`src/rtl/core/ssq_pkg.sv`:
```
// Shared types and constants for the sorted sleep/wakeup queue.
package ssq_pkg;

   localparam int unsigned MAX_RESULTS = 16;
   localparam int unsigned WAKE_CNT_W  = $clog2(MAX_RESULTS + 1);

   localparam logic REQ_SLEEP = 1'b1;

   typedef enum logic [1:0] {
      ST_QUEUED   = 2'd0,
      ST_FULL     = 2'd1,
      ST_NONE_DUE = 2'd2,
      ST_WAKE     = 2'd3
   } ssq_status_type;

   typedef enum logic [2:0] {
      S_IDLE,
      S_TICK_READ,
      S_TICK_EVAL,
      S_INS_STEP,
      S_INS_EVAL,
      S_EMIT
   } ssq_state_type;

   typedef struct packed {
      logic [63:0] deadline;
      logic [7:0]  id;
   } ssq_entry_type;

   typedef struct packed {
      logic           valid;
      ssq_status_type status;
      logic [7:0]     woken_id;
      logic [62:0]    tick_now;
      logic           last;
   } ssq_emit_type;

endpackage

```
`src/rtl/core/sorted_sleep_wakeup_queue_unit.sv`:
```
// Top level of the sorted sleep/wakeup queue: stream ports, entry RAM and result register.
// Tick: after a read of the head entry, a nothing-due status, or one wake per cycle while the
//   result slot is free, up to 16 per tick; the next item is taken once the walk over the due
//   head entries ends. Sleep: the backward insert walk moves each later-deadline entry up one
//   slot, then writes the new entry; a full-queue reject skips the walk. The single RAM read
//   and write port paces both walks; output stalls add to this.
// Reset clears the tick counter, occupancy, ring head and result valid flag; RAM is untouched.
module sorted_sleep_wakeup_queue_unit #(
   parameter int unsigned QUEUE_DEPTH = 16
) (
   input  logic        clock,
   input  logic        reset,
   input  logic        req_tvalid,
   output logic        req_tready,
   input  logic [39:0] req_tdata,  // requester_id[7:0], sleep_ticks[39:8]
   input  logic [0:0]  req_tuser,  // req_type[0]
   output logic        rsp_tvalid,
   input  logic        rsp_tready,
   output logic [71:0] rsp_tdata,  // woken_id[7:0], tick_now[70:8], zero[71]
   output logic [1:0]  rsp_tuser,  // status[1:0]
   output logic        rsp_tlast   // last_result
);

   localparam int unsigned ADDR_W  = $clog2(QUEUE_DEPTH);
   localparam int unsigned ENTRY_W = $bits(ssq_pkg::ssq_entry_type);

   ssq_pkg::ssq_emit_type   emit;
   logic                    out_free;
   logic                    ram_we;
   logic [ADDR_W-1:0]       ram_waddr;
   logic [ENTRY_W-1:0]      ram_wdata;
   logic [ADDR_W-1:0]       ram_raddr;
   logic [ENTRY_W-1:0]      ram_rdata;

   logic                    rsp_valid_ff;
   ssq_pkg::ssq_status_type rsp_status_ff;
   logic [7:0]              rsp_id_ff;
   logic [62:0]             rsp_now_ff;
   logic                    rsp_last_ff;

   assign out_free = !rsp_valid_ff || rsp_tready;

   ssq_ctrl #(
      .QUEUE_DEPTH (QUEUE_DEPTH)
   ) u_ctrl (
      .clock     (clock),
      .reset     (reset),
      .req_valid (req_tvalid),
      .req_type  (req_tuser[0]),
      .req_id    (req_tdata[7:0]),
      .req_ticks (req_tdata[39:8]),
      .req_ready (req_tready),
      .out_free  (out_free),
      .emit      (emit),
      .ram_we    (ram_we),
      .ram_waddr (ram_waddr),
      .ram_wdata (ram_wdata),
      .ram_raddr (ram_raddr),
      .ram_rdata (ram_rdata)
   );

   ssq_ram #(
      .WIDTH (ENTRY_W),
      .DEPTH (QUEUE_DEPTH)
   ) u_ram (
      .clock   (clock),
      .wr_en   (ram_we),
      .wr_addr (ram_waddr),
      .wr_data (ram_wdata),
      .rd_addr (ram_raddr),
      .rd_data (ram_rdata)
   );

   // Hold a result until its transfer; the sequencer only emits when the slot is free.
   always_ff @(posedge clock) begin
      if (reset) begin
         rsp_valid_ff <= 1'b0;
      end else if (emit.valid) begin
         rsp_valid_ff <= 1'b1;
      end else if (rsp_tready) begin
         rsp_valid_ff <= 1'b0;
      end
   end

   always_ff @(posedge clock) begin
      if (emit.valid) begin
         rsp_status_ff <= emit.status;
         rsp_id_ff     <= emit.woken_id;
         rsp_now_ff    <= emit.tick_now;
         rsp_last_ff   <= emit.last;
      end
   end

   assign rsp_tvalid = rsp_valid_ff;
   assign rsp_tdata  = {1'b0, rsp_now_ff, rsp_id_ff};
   assign rsp_tuser  = rsp_status_ff;
   assign rsp_tlast  = rsp_last_ff;

endmodule

```
`src/rtl/core/ssq_ram.sv`:
```
// Generic single-write, single-read RAM with registered read data.
module ssq_ram #(
   parameter int unsigned WIDTH = 8,
   parameter int unsigned DEPTH = 16
) (
   input  logic                     clock,
   input  logic                     wr_en,
   input  logic [$clog2(DEPTH)-1:0] wr_addr,
   input  logic [WIDTH-1:0]         wr_data,
   input  logic [$clog2(DEPTH)-1:0] rd_addr,
   output logic [WIDTH-1:0]         rd_data
);

   logic [WIDTH-1:0] mem_ff [DEPTH];
   logic [WIDTH-1:0] rd_data_ff;

   always_ff @(posedge clock) begin
      if (wr_en) begin
         mem_ff[wr_addr] <= wr_data;
      end
      rd_data_ff <= mem_ff[rd_addr];
   end

   assign rd_data = rd_data_ff;

endmodule

```
`src/rtl/core/ssq_ctrl.sv`:
```
// Queue sequencer: tick counter, ring pointers, insert walk and wake walk over the RAM.
module ssq_ctrl #(
   parameter int unsigned QUEUE_DEPTH = 16
) (
   input  logic                                    clock,
   input  logic                                    reset,
   input  logic                                    req_valid,
   input  logic                                    req_type,
   input  logic [7:0]                              req_id,
   input  logic [31:0]                             req_ticks,
   output logic                                    req_ready,
   input  logic                                    out_free,
   output ssq_pkg::ssq_emit_type                   emit,
   output logic                                    ram_we,
   output logic [$clog2(QUEUE_DEPTH)-1:0]          ram_waddr,
   output logic [$bits(ssq_pkg::ssq_entry_type)-1:0] ram_wdata,
   output logic [$clog2(QUEUE_DEPTH)-1:0]          ram_raddr,
   input  logic [$bits(ssq_pkg::ssq_entry_type)-1:0] ram_rdata
);

   localparam int unsigned ADDR_W = $clog2(QUEUE_DEPTH);
   localparam int unsigned CNT_W  = $clog2(QUEUE_DEPTH + 1);

   ssq_pkg::ssq_state_type  state_ff, state_in;
   logic [63:0]             now_ff, now_in;
   logic [ADDR_W-1:0]       head_ff, head_in;
   logic [CNT_W-1:0]        occ_ff, occ_in;
   logic [CNT_W-1:0]        slot_ff, slot_in;
   logic [63:0]             new_dl_ff, new_dl_in;
   logic [7:0]              new_id_ff, new_id_in;
   logic                    pend_valid_ff, pend_valid_in;
   logic [7:0]              pend_id_ff, pend_id_in;
   logic [ssq_pkg::WAKE_CNT_W-1:0] wake_cnt_ff, wake_cnt_in;
   ssq_pkg::ssq_status_type single_st_ff, single_st_in;

   ssq_pkg::ssq_entry_type  rd_entry;
   ssq_pkg::ssq_entry_type  new_entry;
   logic [ADDR_W-1:0]       head_nxt;
   logic [ADDR_W-1:0]       rd_phys;
   logic [ADDR_W-1:0]       wr_phys;
   logic [CNT_W-1:0]        slot_m1;
   logic                    due;

   // Map head plus logical offset onto the ring; the sum stays below twice the depth.
   function automatic logic [ADDR_W-1:0] wrap_addr(input logic [CNT_W:0] sum);
      logic [CNT_W:0] r;
      r = (sum >= (CNT_W + 1)'(QUEUE_DEPTH)) ? sum - (CNT_W + 1)'(QUEUE_DEPTH) : sum;
      return r[ADDR_W-1:0];
   endfunction

   assign rd_entry  = ssq_pkg::ssq_entry_type'(ram_rdata);
   assign new_entry = '{deadline: new_dl_ff, id: new_id_ff};
   assign head_nxt  = (head_ff == ADDR_W'(QUEUE_DEPTH - 1)) ? '0 : head_ff + 1'b1;
   assign slot_m1   = slot_ff - 1'b1;
   assign rd_phys   = wrap_addr({{(CNT_W + 1 - ADDR_W){1'b0}}, head_ff} + {1'b0, slot_m1});
   assign wr_phys   = wrap_addr({{(CNT_W + 1 - ADDR_W){1'b0}}, head_ff} + {1'b0, slot_ff});

   assign due = (occ_ff != '0)
             && (wake_cnt_ff < ssq_pkg::WAKE_CNT_W'(ssq_pkg::MAX_RESULTS))
             && !($signed(now_ff) < $signed(rd_entry.deadline));

   always_ff @(posedge clock) begin
      if (reset) begin
         state_ff      <= ssq_pkg::S_IDLE;
         now_ff        <= '0;
         head_ff       <= '0;
         occ_ff        <= '0;
         pend_valid_ff <= 1'b0;
         wake_cnt_ff   <= '0;
      end else begin
         state_ff      <= state_in;
         now_ff        <= now_in;
         head_ff       <= head_in;
         occ_ff        <= occ_in;
         pend_valid_ff <= pend_valid_in;
         wake_cnt_ff   <= wake_cnt_in;
      end
   end

   always_ff @(posedge clock) begin
      slot_ff      <= slot_in;
      new_dl_ff    <= new_dl_in;
      new_id_ff    <= new_id_in;
      pend_id_ff   <= pend_id_in;
      single_st_ff <= single_st_in;
   end

   always_comb begin
      state_in      = state_ff;
      now_in        = now_ff;
      head_in       = head_ff;
      occ_in        = occ_ff;
      slot_in       = slot_ff;
      new_dl_in     = new_dl_ff;
      new_id_in     = new_id_ff;
      pend_valid_in = pend_valid_ff;
      pend_id_in    = pend_id_ff;
      wake_cnt_in   = wake_cnt_ff;
      single_st_in  = single_st_ff;

      req_ready = 1'b0;
      ram_we    = 1'b0;
      ram_waddr = wr_phys;
      ram_wdata = new_entry;
      ram_raddr = head_ff;

      emit          = '0;
      emit.tick_now = now_ff[62:0];

      unique case (state_ff)
         ssq_pkg::S_IDLE: begin
            req_ready = 1'b1;
            if (req_valid) begin
               if (req_type == ssq_pkg::REQ_SLEEP) begin
                  new_dl_in = now_ff + {{32{req_ticks[31]}}, req_ticks};
                  new_id_in = req_id;
                  slot_in   = occ_ff;
                  if (occ_ff == CNT_W'(QUEUE_DEPTH)) begin
                     single_st_in = ssq_pkg::ST_FULL;
                     state_in     = ssq_pkg::S_EMIT;
                  end else begin
                     state_in = ssq_pkg::S_INS_STEP;
                  end
               end else begin
                  now_in        = now_ff + 64'd1;
                  wake_cnt_in   = '0;
                  pend_valid_in = 1'b0;
                  state_in      = ssq_pkg::S_TICK_READ;
               end
            end
         end
         ssq_pkg::S_TICK_READ: begin
            state_in = ssq_pkg::S_TICK_EVAL;
         end
         ssq_pkg::S_TICK_EVAL: begin
            // A woken entry is held in the pending register so its last flag can see the next entry.
            if (out_free) begin
               if (pend_valid_ff) begin
                  emit.valid    = 1'b1;
                  emit.status   = ssq_pkg::ST_WAKE;
                  emit.woken_id = pend_id_ff;
                  emit.last     = !due;
               end
               if (due) begin
                  pend_valid_in = 1'b1;
                  pend_id_in    = rd_entry.id;
                  head_in       = head_nxt;
                  occ_in        = occ_ff - 1'b1;
                  wake_cnt_in   = wake_cnt_ff + 1'b1;
                  ram_raddr     = head_nxt;
               end else begin
                  if (!pend_valid_ff) begin
                     emit.valid  = 1'b1;
                     emit.status = ssq_pkg::ST_NONE_DUE;
                     emit.last   = 1'b1;
                  end
                  pend_valid_in = 1'b0;
                  state_in      = ssq_pkg::S_IDLE;
               end
            end
         end
         ssq_pkg::S_INS_STEP: begin
            if (slot_ff == '0) begin
               ram_we       = 1'b1;
               occ_in       = occ_ff + 1'b1;
               single_st_in = ssq_pkg::ST_QUEUED;
               state_in     = ssq_pkg::S_EMIT;
            end else begin
               ram_raddr = rd_phys;
               state_in  = ssq_pkg::S_INS_EVAL;
            end
         end
         ssq_pkg::S_INS_EVAL: begin
            // Shift a strictly later entry up one slot, else drop the new one in here.
            ram_we = 1'b1;
            if ($signed(new_dl_ff) < $signed(rd_entry.deadline)) begin
               ram_wdata = rd_entry;
               slot_in   = slot_m1;
               state_in  = ssq_pkg::S_INS_STEP;
            end else begin
               occ_in       = occ_ff + 1'b1;
               single_st_in = ssq_pkg::ST_QUEUED;
               state_in     = ssq_pkg::S_EMIT;
            end
         end
         ssq_pkg::S_EMIT: begin
            if (out_free) begin
               emit.valid  = 1'b1;
               emit.status = single_st_ff;
               emit.last   = 1'b1;
               state_in    = ssq_pkg::S_IDLE;
            end
         end
         default: begin
            state_in = ssq_pkg::S_IDLE;
         end
      endcase
   end

endmodule

```
`config.mk`:
```
export PLATFORM = sky130hd
export DESIGN_NAME = sorted_sleep_wakeup_queue_unit
export DESIGN_NICKNAME = d
export VERILOG_FILES = /design/src/rtl/core/ssq_pkg.sv /design/src/rtl/core/sorted_sleep_wakeup_queue_unit.sv /design/src/rtl/core/ssq_ram.sv /design/src/rtl/core/ssq_ctrl.sv
export SDC_FILE = /design/constraint.sdc
export NUM_CORES = 2
export LEC_CHECK = 0
export ABC_CLOCK_PERIOD_IN_PS = 11400
export BUFFER_PORTS_ARGS = -buffer_cell sky130_fd_sc_hd__buf_2
export CELL_PAD_IN_SITES_DETAIL_PLACEMENT = 1
export CELL_PAD_IN_SITES_GLOBAL_PLACEMENT = 2
export CORE_UTILIZATION = 50
export CTS_CLUSTER_DIAMETER = 60
export DETAILED_ROUTE_END_ITERATION = 10
export GPL_ROUTABILITY_DRIVEN = 0
export PLACE_DENSITY = 0.86
export SLEW_MARGIN = 20
export SYNTH_ARGS = -nofsm -noshare
export SYNTH_HDL_FRONTEND = slang
export SYNTH_HIERARCHICAL = 1
export SYNTH_SLANG_ARGS = --single-unit
```
`constraint.sdc`:
```
create_clock -name clock -period 11.4 [get_ports clock]
set_input_delay 0.57 -clock clock [delete_from_list [all_inputs] [get_ports clock]]
set_output_delay 0.57 -clock clock [all_outputs]
set_load 0.02 [all_outputs]
```
# --- Word-level counts from Yosys, hierarchy flattened ---
# Memory sizes are Yosys's and may differ from the RTL's. A register that Yosys moved wholly into a read port is not among the register bits.
# Cells that the tools add are included.
totals:
  reg_bits: 244
  mem_bits_rw: 1152
  n_memories: 1
  output_inout_bits: 77
  elab_cells: 138
  inputBits: 45
op_classes:
  muxes: 62
  bitwise: 1
  n_reduce_logical: 24
  n_addsub: 11
  eq_ne: 18
  order_cmp: 5
mem_list:
  columns: ["memory", "words", "width", "rd", "rd_ports_with_merged_regs", "wr", "line", "text"]
  rows:
  - ["u_ram.mem_ff", 16, 72, 1, 1, 1, "ssq_ram.sv:14", "logic [WIDTH-1:0] mem_ff [DEPTH];"]
op_table:
  columns: ["cell", "count"]
  rows:
  - ["72-bit two-way mux", 2]
  - ["64-bit less-than comparator", 2]
  - ["64-bit by 1-bit adder with 64-bit output (second input constant)", 1]
  - ["64-bit adder", 1]
  - ["5-bit two-way mux", 11]
  - ["3-bit two-way mux", 10]
  - ["4-bit two-way mux", 6]
  - ["11-bit two-way mux", 2]
  - ["5-bit one-hot mux with 2 select lines", 2]
  - ["3-bit one-hot mux with 6 select lines", 1]
  - ["1-bit two-way mux", 16]
  - ["5-bit one-hot mux with 3 select lines", 1]
  - ["2-bit != test (second input constant)", 7]
  - ["4-bit by 5-bit adder with 6-bit output", 2]
  - ["6-bit by 5-bit >= comparator with 1-bit output (second input constant)", 2]
  - ["3-bit AND reduction", 4]
  - ["4-bit AND reduction", 3]
  - ["5-bit by 1-bit adder with 5-bit output (second input constant)", 2]
  - ["2-bit two-way mux", 5]
  - ["5-bit AND reduction", 2]
  - ["5-bit by 1-bit subtractor with 5-bit output (second input constant)", 2]
  - ["2-bit by 1-bit != test with 1-bit output (second input constant)", 4]
  - ["4-bit one-hot mux with 2 select lines", 1]
  - ["4-bit by 1-bit subtractor with 4-bit output (second input constant)", 2]
  - ["other kinds (20)", 30]

# --- Longest topological paths before layout ---
logic_depth:
  depth_word: 9
  ltp_mapped: 18
  depth_no_buf: 15

# --- Cells and area by module ---
# Netlist, hierarchy kept.
modules_own_cells:
  columns: ["module", "seq_area_each_um2", "n_inst", "area_each_um2", "cells_each"]
  rows:
  - ["ssq_ram", 36034.6, 1, 44551.5, 1850]
  - ["ssq_ctrl", 4224.1, 1, 14772.9, 1762]
  - ["sorted_sleep_wakeup_queue_unit", 2242.2, 1, 2279.7, 80]

# --- Worst setup path before layout ---
# No wires, ideal clock.
synth_path:
  kind: "reg2reg"
  from: "register u_ctrl.slot_ff[1]"
  to: "memory u_ram/mem_ff[0][0] in the netlist's numbering (enable)"
  setup_time_ps: 591
  slack_ps: 4031
  stages_incl_launch_ff: 8
  path_buffers: 0
  period_less_slack_ps: 7369
  t_required_ps: 10809
  arrival_ps: 6778
  path_cell_list: "edfxtp_1 -> inv_1 -> ha_1 -> nand2b_1 -> or3_1 -> o21ai_0 -> or3b_2 -> nor3_1"
synth_between:
  elab_chain_len: 5
  word_cells_on_any_way: 9
  classes_between: "add/sub (2); order compare (1); mux (5); reduce/logical (1)"
synth_rtl:
  columns: ["element", "line", "text"]
  rows:
  - ["from (decl)", "ssq_ctrl.sv:28", "logic [CNT_W-1:0] slot_ff, slot_in;"]
  - ["from (signal assigned)", "ssq_ctrl.sv:81", "slot_ff <= slot_in;"]
  - ["5-bit zero test", "ssq_ctrl.sv:163", "if (slot_ff == '0) begin"]
  - ["1-bit two-way mux", "ssq_ctrl.sv:163", null]
  - ["1-bit one-hot mux with 2 select lines", "ssq_ctrl.sv:110", "unique case (state_ff)"]
  - ["net ram_we", "sorted_sleep_wakeup_queue_unit.sv:29", "logic ram_we;"]
  - ["1-bit two-way mux", "ssq_ram.sv:18", "if (wr_en) begin"]
  - ["1-bit two-way mux (implied by the code)", "ssq_ram.sv:19", "mem_ff[wr_addr] <= wr_data;"]
  - ["to (decl)", "ssq_ram.sv:14", null]
# The timed path passes the listed nets, and every way through them passes these cells.

# --- Final worst setup path ---
layout_path:
  from: "register u_ctrl.now_ff[45]"
  to: "register u_ram.rd_data_ff[39], in the netlist u_ram/rd_data[39] (read register of u_ram.mem_ff)"
layout_between:
  elab_chain_len: 6
layout_rtl:
  columns: ["element", "line", "text"]
  rows:
  - ["from (decl)", "ssq_ctrl.sv:25", "logic [63:0] now_ff, now_in;"]
  - ["from (signal assigned)", "ssq_ctrl.sv:72", "now_ff <= now_in;"]
  - ["64-bit less-than comparator", "ssq_ctrl.sv:60", "&& !($signed(now_ff) < $signed(rd_entry.deadline));"]
  - ["1-bit zero test", "ssq_ctrl.sv:60", null]
  - ["1-bit logical AND", "ssq_ctrl.sv:60", null]
  - ["4-bit two-way mux", "ssq_ctrl.sv:144", "if (due) begin"]
  - ["4-bit two-way mux", null, null]
  - ["4-bit one-hot mux with 2 select lines", "ssq_ctrl.sv:110", null]
  - ["net ram_raddr[3]", "sorted_sleep_wakeup_queue_unit.sv:32", "logic [ADDR_W-1:0] ram_raddr;"]
  - ["to (decl)", "ssq_ram.sv:15", "logic [WIDTH-1:0] rd_data_ff;"]
# The timed path passes the listed nets, and every way through them passes these cells.
# A chain may end at the register's enable or synchronous reset.

==> out/metrics.cfg <==
[run_status]
status = completed

[clock_network]
tritoncts = yes
cts-root-buf = clkbuf_16
clock_latency_ps = 780
cts_hold_buf = 8
cts_buffer_depth = 3
cts_setup_buffers = 0
clkTransAtPathRegs_ps = 60
ctsResizeCount = 0
cts_made_buffers = 150
cts.sinks = 1467
cts_max_level = 4

[synthesis]
yosys.area.top_type = edfxtp_1
synthesis.area_um2 = 61600
synth-main-ff-cell = edfxtp_1
synth_cell_type_count = 79
ys_warn_count = 6
synth.top_cell.area_share = 0.640
synth_edf_count = 1312
synth_cells = 3692
postSynth.asyncResetShare = 0
synth.area.top_cells = edfxtp_1, mux4_2, dfxtp_1, ha_1, a22oi_1
synth.avg_cell_area_um2 = 16.7
synthesis.nets = 3943
ys_seq_area_frac = 0.690
ys_seq_elements = 1467

[sta]
final-setup-viol-count = 0
worstMarginPinSlew_ps = 1230
slew_headroom = 0.173
clock.fmax_ghz = 0.146
hold_viol_final = 0
finalClockSkew_ps = 30.7
rsz0062_at_grt = no
setup_tns_ps = 0
min_period_ps = 6840
finalMaxSlewViolations = 0
min_period_over_period = 0.600

[pwr]
p_comb_frac = 0.139
finalPower_mw = 13.1
ir_worst_vdd_v = 0.000136
seqPwrFrac = 0.477
intPower_mw = 9.77
p_leak_nw = 23.9
switching_share = 0.251
p_per_area_nw_per_um2 = 189
clkPwrFrac = 0.384
switchingPower_mw = 3.28

[flow_run]
drv_cap = 0

[floorplanning]
die_area_um2 = 125000
chipWidth_um = 353
rows = 128
coreArea_um2 = 122000
die_y_um = 353
num_io_pins = 122
initial_utilization = 0.505

[setup_path]
endpoint_kind = register
required_ps = 12110
crit_arrival_ps = 7550
critPathKind = reg -> reg
reg2reg_depth = 15
crit_fanout = 48
setup.worst_path.start_class = register

[routing]
vias = 35146
drt_iter0_drc = 3694
postRouteAntennaNets = 0
wire_per_inst_um = 29.9
drt_first_pass_iters = 7
drc = 0
vias_per_cell = 6.25
drt-total-wl_mm = 168

[global_routing]
grt_usage = 0.272
use_met2 = 0.436
use_met1 = 0.387
grt_use_met3 = 0.0496
antenna_found_initial = 3
grt_pass1_vias = 36690
grt_pass1_wl_mm = 248
grt_max_degree = 120
overflow = 0
top_usage_layer = met2

[final_layout]
regArea_um2 = 42500
nNetsFinal = 4124
area_growth_pct = 12.3
multi_input_area_um2 = 17600
drive_gt1_frac = 0.204
num-fill-cells = 11155
n_antenna_cell = 0

[min_path]
hold_depth = 2
hp-class = in -> reg

[placement]
port_buffers = 120
hpwl_mm = 101

kinds of logic after synthesis:
group	after synthesis	share of synthesized area
xor+xnor	130	0.0185
compound gates	605	0.0634
buf+inv	319	0.0269
simple gates	654	0.0499
flops	1467	0.690
fa+ha+maj	206	0.0423
other cells	1	0.0000609
mux	310	0.109
synth_stat cells (6+ instances only):
cell,number
mux2_2,10
nor4_1,11
dfxtp_1,155
nand2b_1,8
buf_6,21
a21o_1,74
o31ai_1,9
and3_1,26
nand3_1,50
nand4_1,39
xnor2_1,63
mux2i_1,12
inv_1,105
nor2b_1,16
or2_2,10
ha_1,202
a31oi_1,14
a22oi_1,149
and2_1,9
or3_1,15
buf_1,8
clkbuf_1,96
buf_2,13
a21oi_1,127
mux4_2,288
edfxtp_1,1312
nor2_1,155
a211oi_1,17
and4_1,9
buf_4,76
nor3_1,29
o21bai_1,6
nand2_1,255
o21a_1,14
o21ai_0,142
xor2_1,67
sequential cells by signal, indices dropped and copies added, names as in the netlist:
register and count:
u_ram/mem_ff 1152, u_ram/rd_data 72, u_ctrl/new_dl_ff 64, u_ctrl/now_ff 64, rsp_now_ff 63, rsp_id_ff 8
u_ctrl/new_id_ff 8, u_ctrl/pend_id_ff 8, u_ctrl/occ_ff 5, u_ctrl/slot_ff 5, u_ctrl/wake_cnt_ff 5, u_ctrl/head_ff 4
u_ctrl/state_ff 3, rsp_tuser 2, rsp_tlast 1, rsp_tvalid 1, u_ctrl/pend_valid_ff 1, u_ctrl/single_st_ff 1
per-stage QoR:
| step | setup slack [ps] | instance area [µm²] | hold slack (ps) | cells | util |
|---|---|---|---|---|---|
| 2_1_floorplan | 4030 | 61600 | 404 | 3692 | - |
| 3_3_place_gp | 4850 | 64000 | 420 | 5337 | 0.525 |
| 3_5_place_dp | 4640 | 64000 | 427 | 5337 | 0.525 |
| 4_1_cts | 4590 | 69100 | 75.0 | 5623 | 0.567 |
| 5_1_grt | 4170 | 69200 | 91.3 | 5624 | 0.567 |
| 6_report | 4560 | 69200 | 116 | 5624 | 0.567 |
final cells by class:
type,count,area share
clock buffers,189,0.0592
flip-flops and latches,1467,0.614
clock inverters,89,0.0133
well taps,1625,0.0294
inverters,105,0.00570
multi-input cells,1906,0.255
repair buffers,243,0.0232
routing by layer:
metal,vias to the layer above,wire (µm)
met5,-,0
met4,0,3560
met3,242,13500
met2,1556,80100
met1,18474,71100
li1,14874,-
critical path: stages (launching register included):
cell and delay, ps:
dfxtp_1 390, ha_1 340, nand4_1 250, nor4_1 640
nand2_1 360, nor3_1 220, o21ai_0 130, a21o_1 210
nand2_1 150, and2_1 930, a211oi_1 180, a211oi_1 740
nor2b_4 930, buf_4 810, a22oi_1 260, nand2_1 130
power by group through the flow:
| stage | sequential [mW] | combinational, mW | clock [mW] |
|---|---|---|---|
| CTS | 6.23 | 1.81 | 5.08 |
| global route | 6.25 | 1.96 | 5.25 |
| global placement | 6.34 | 1.75 | 0 |
| detailed placement | 6.34 | 1.79 | 0 |
| floorplan | 6.35 | 1.24 | 0 |
| finish | 6.23 | 1.81 | 5.01 |
layout by cell type, fill, tap and decap left out, types with 67 or more instances in the layout:
cell,count
edfxtp_1,1312
mux4_2,288
nand2_1,254
ha_1,202
clkbuf_16,155
dfxtp_1,155
a22oi_1,149
nor2_1,141
o21ai_0,140
a21oi_1,127
buf_2,119
buf_4,112
inv_1,105
a21o_1,74
xor2_1,67
worst paths after layout:
kind                            slack (ps)                   end               from
worst max-delay path                  4560     u_ram/rd_data[39]  u_ctrl/now_ff[45]
worst min-delay path                   120   u_ctrl/new_dl_ff[0]       req_tdata[8]
worst max register to register        4560     u_ram/rd_data[39]  u_ctrl/now_ff[45]
worst min register to register         450  u_ctrl/pend_id_ff[4]   u_ram/rd_data[4]
No activity file was read; power rests on OpenSTA's default activity.
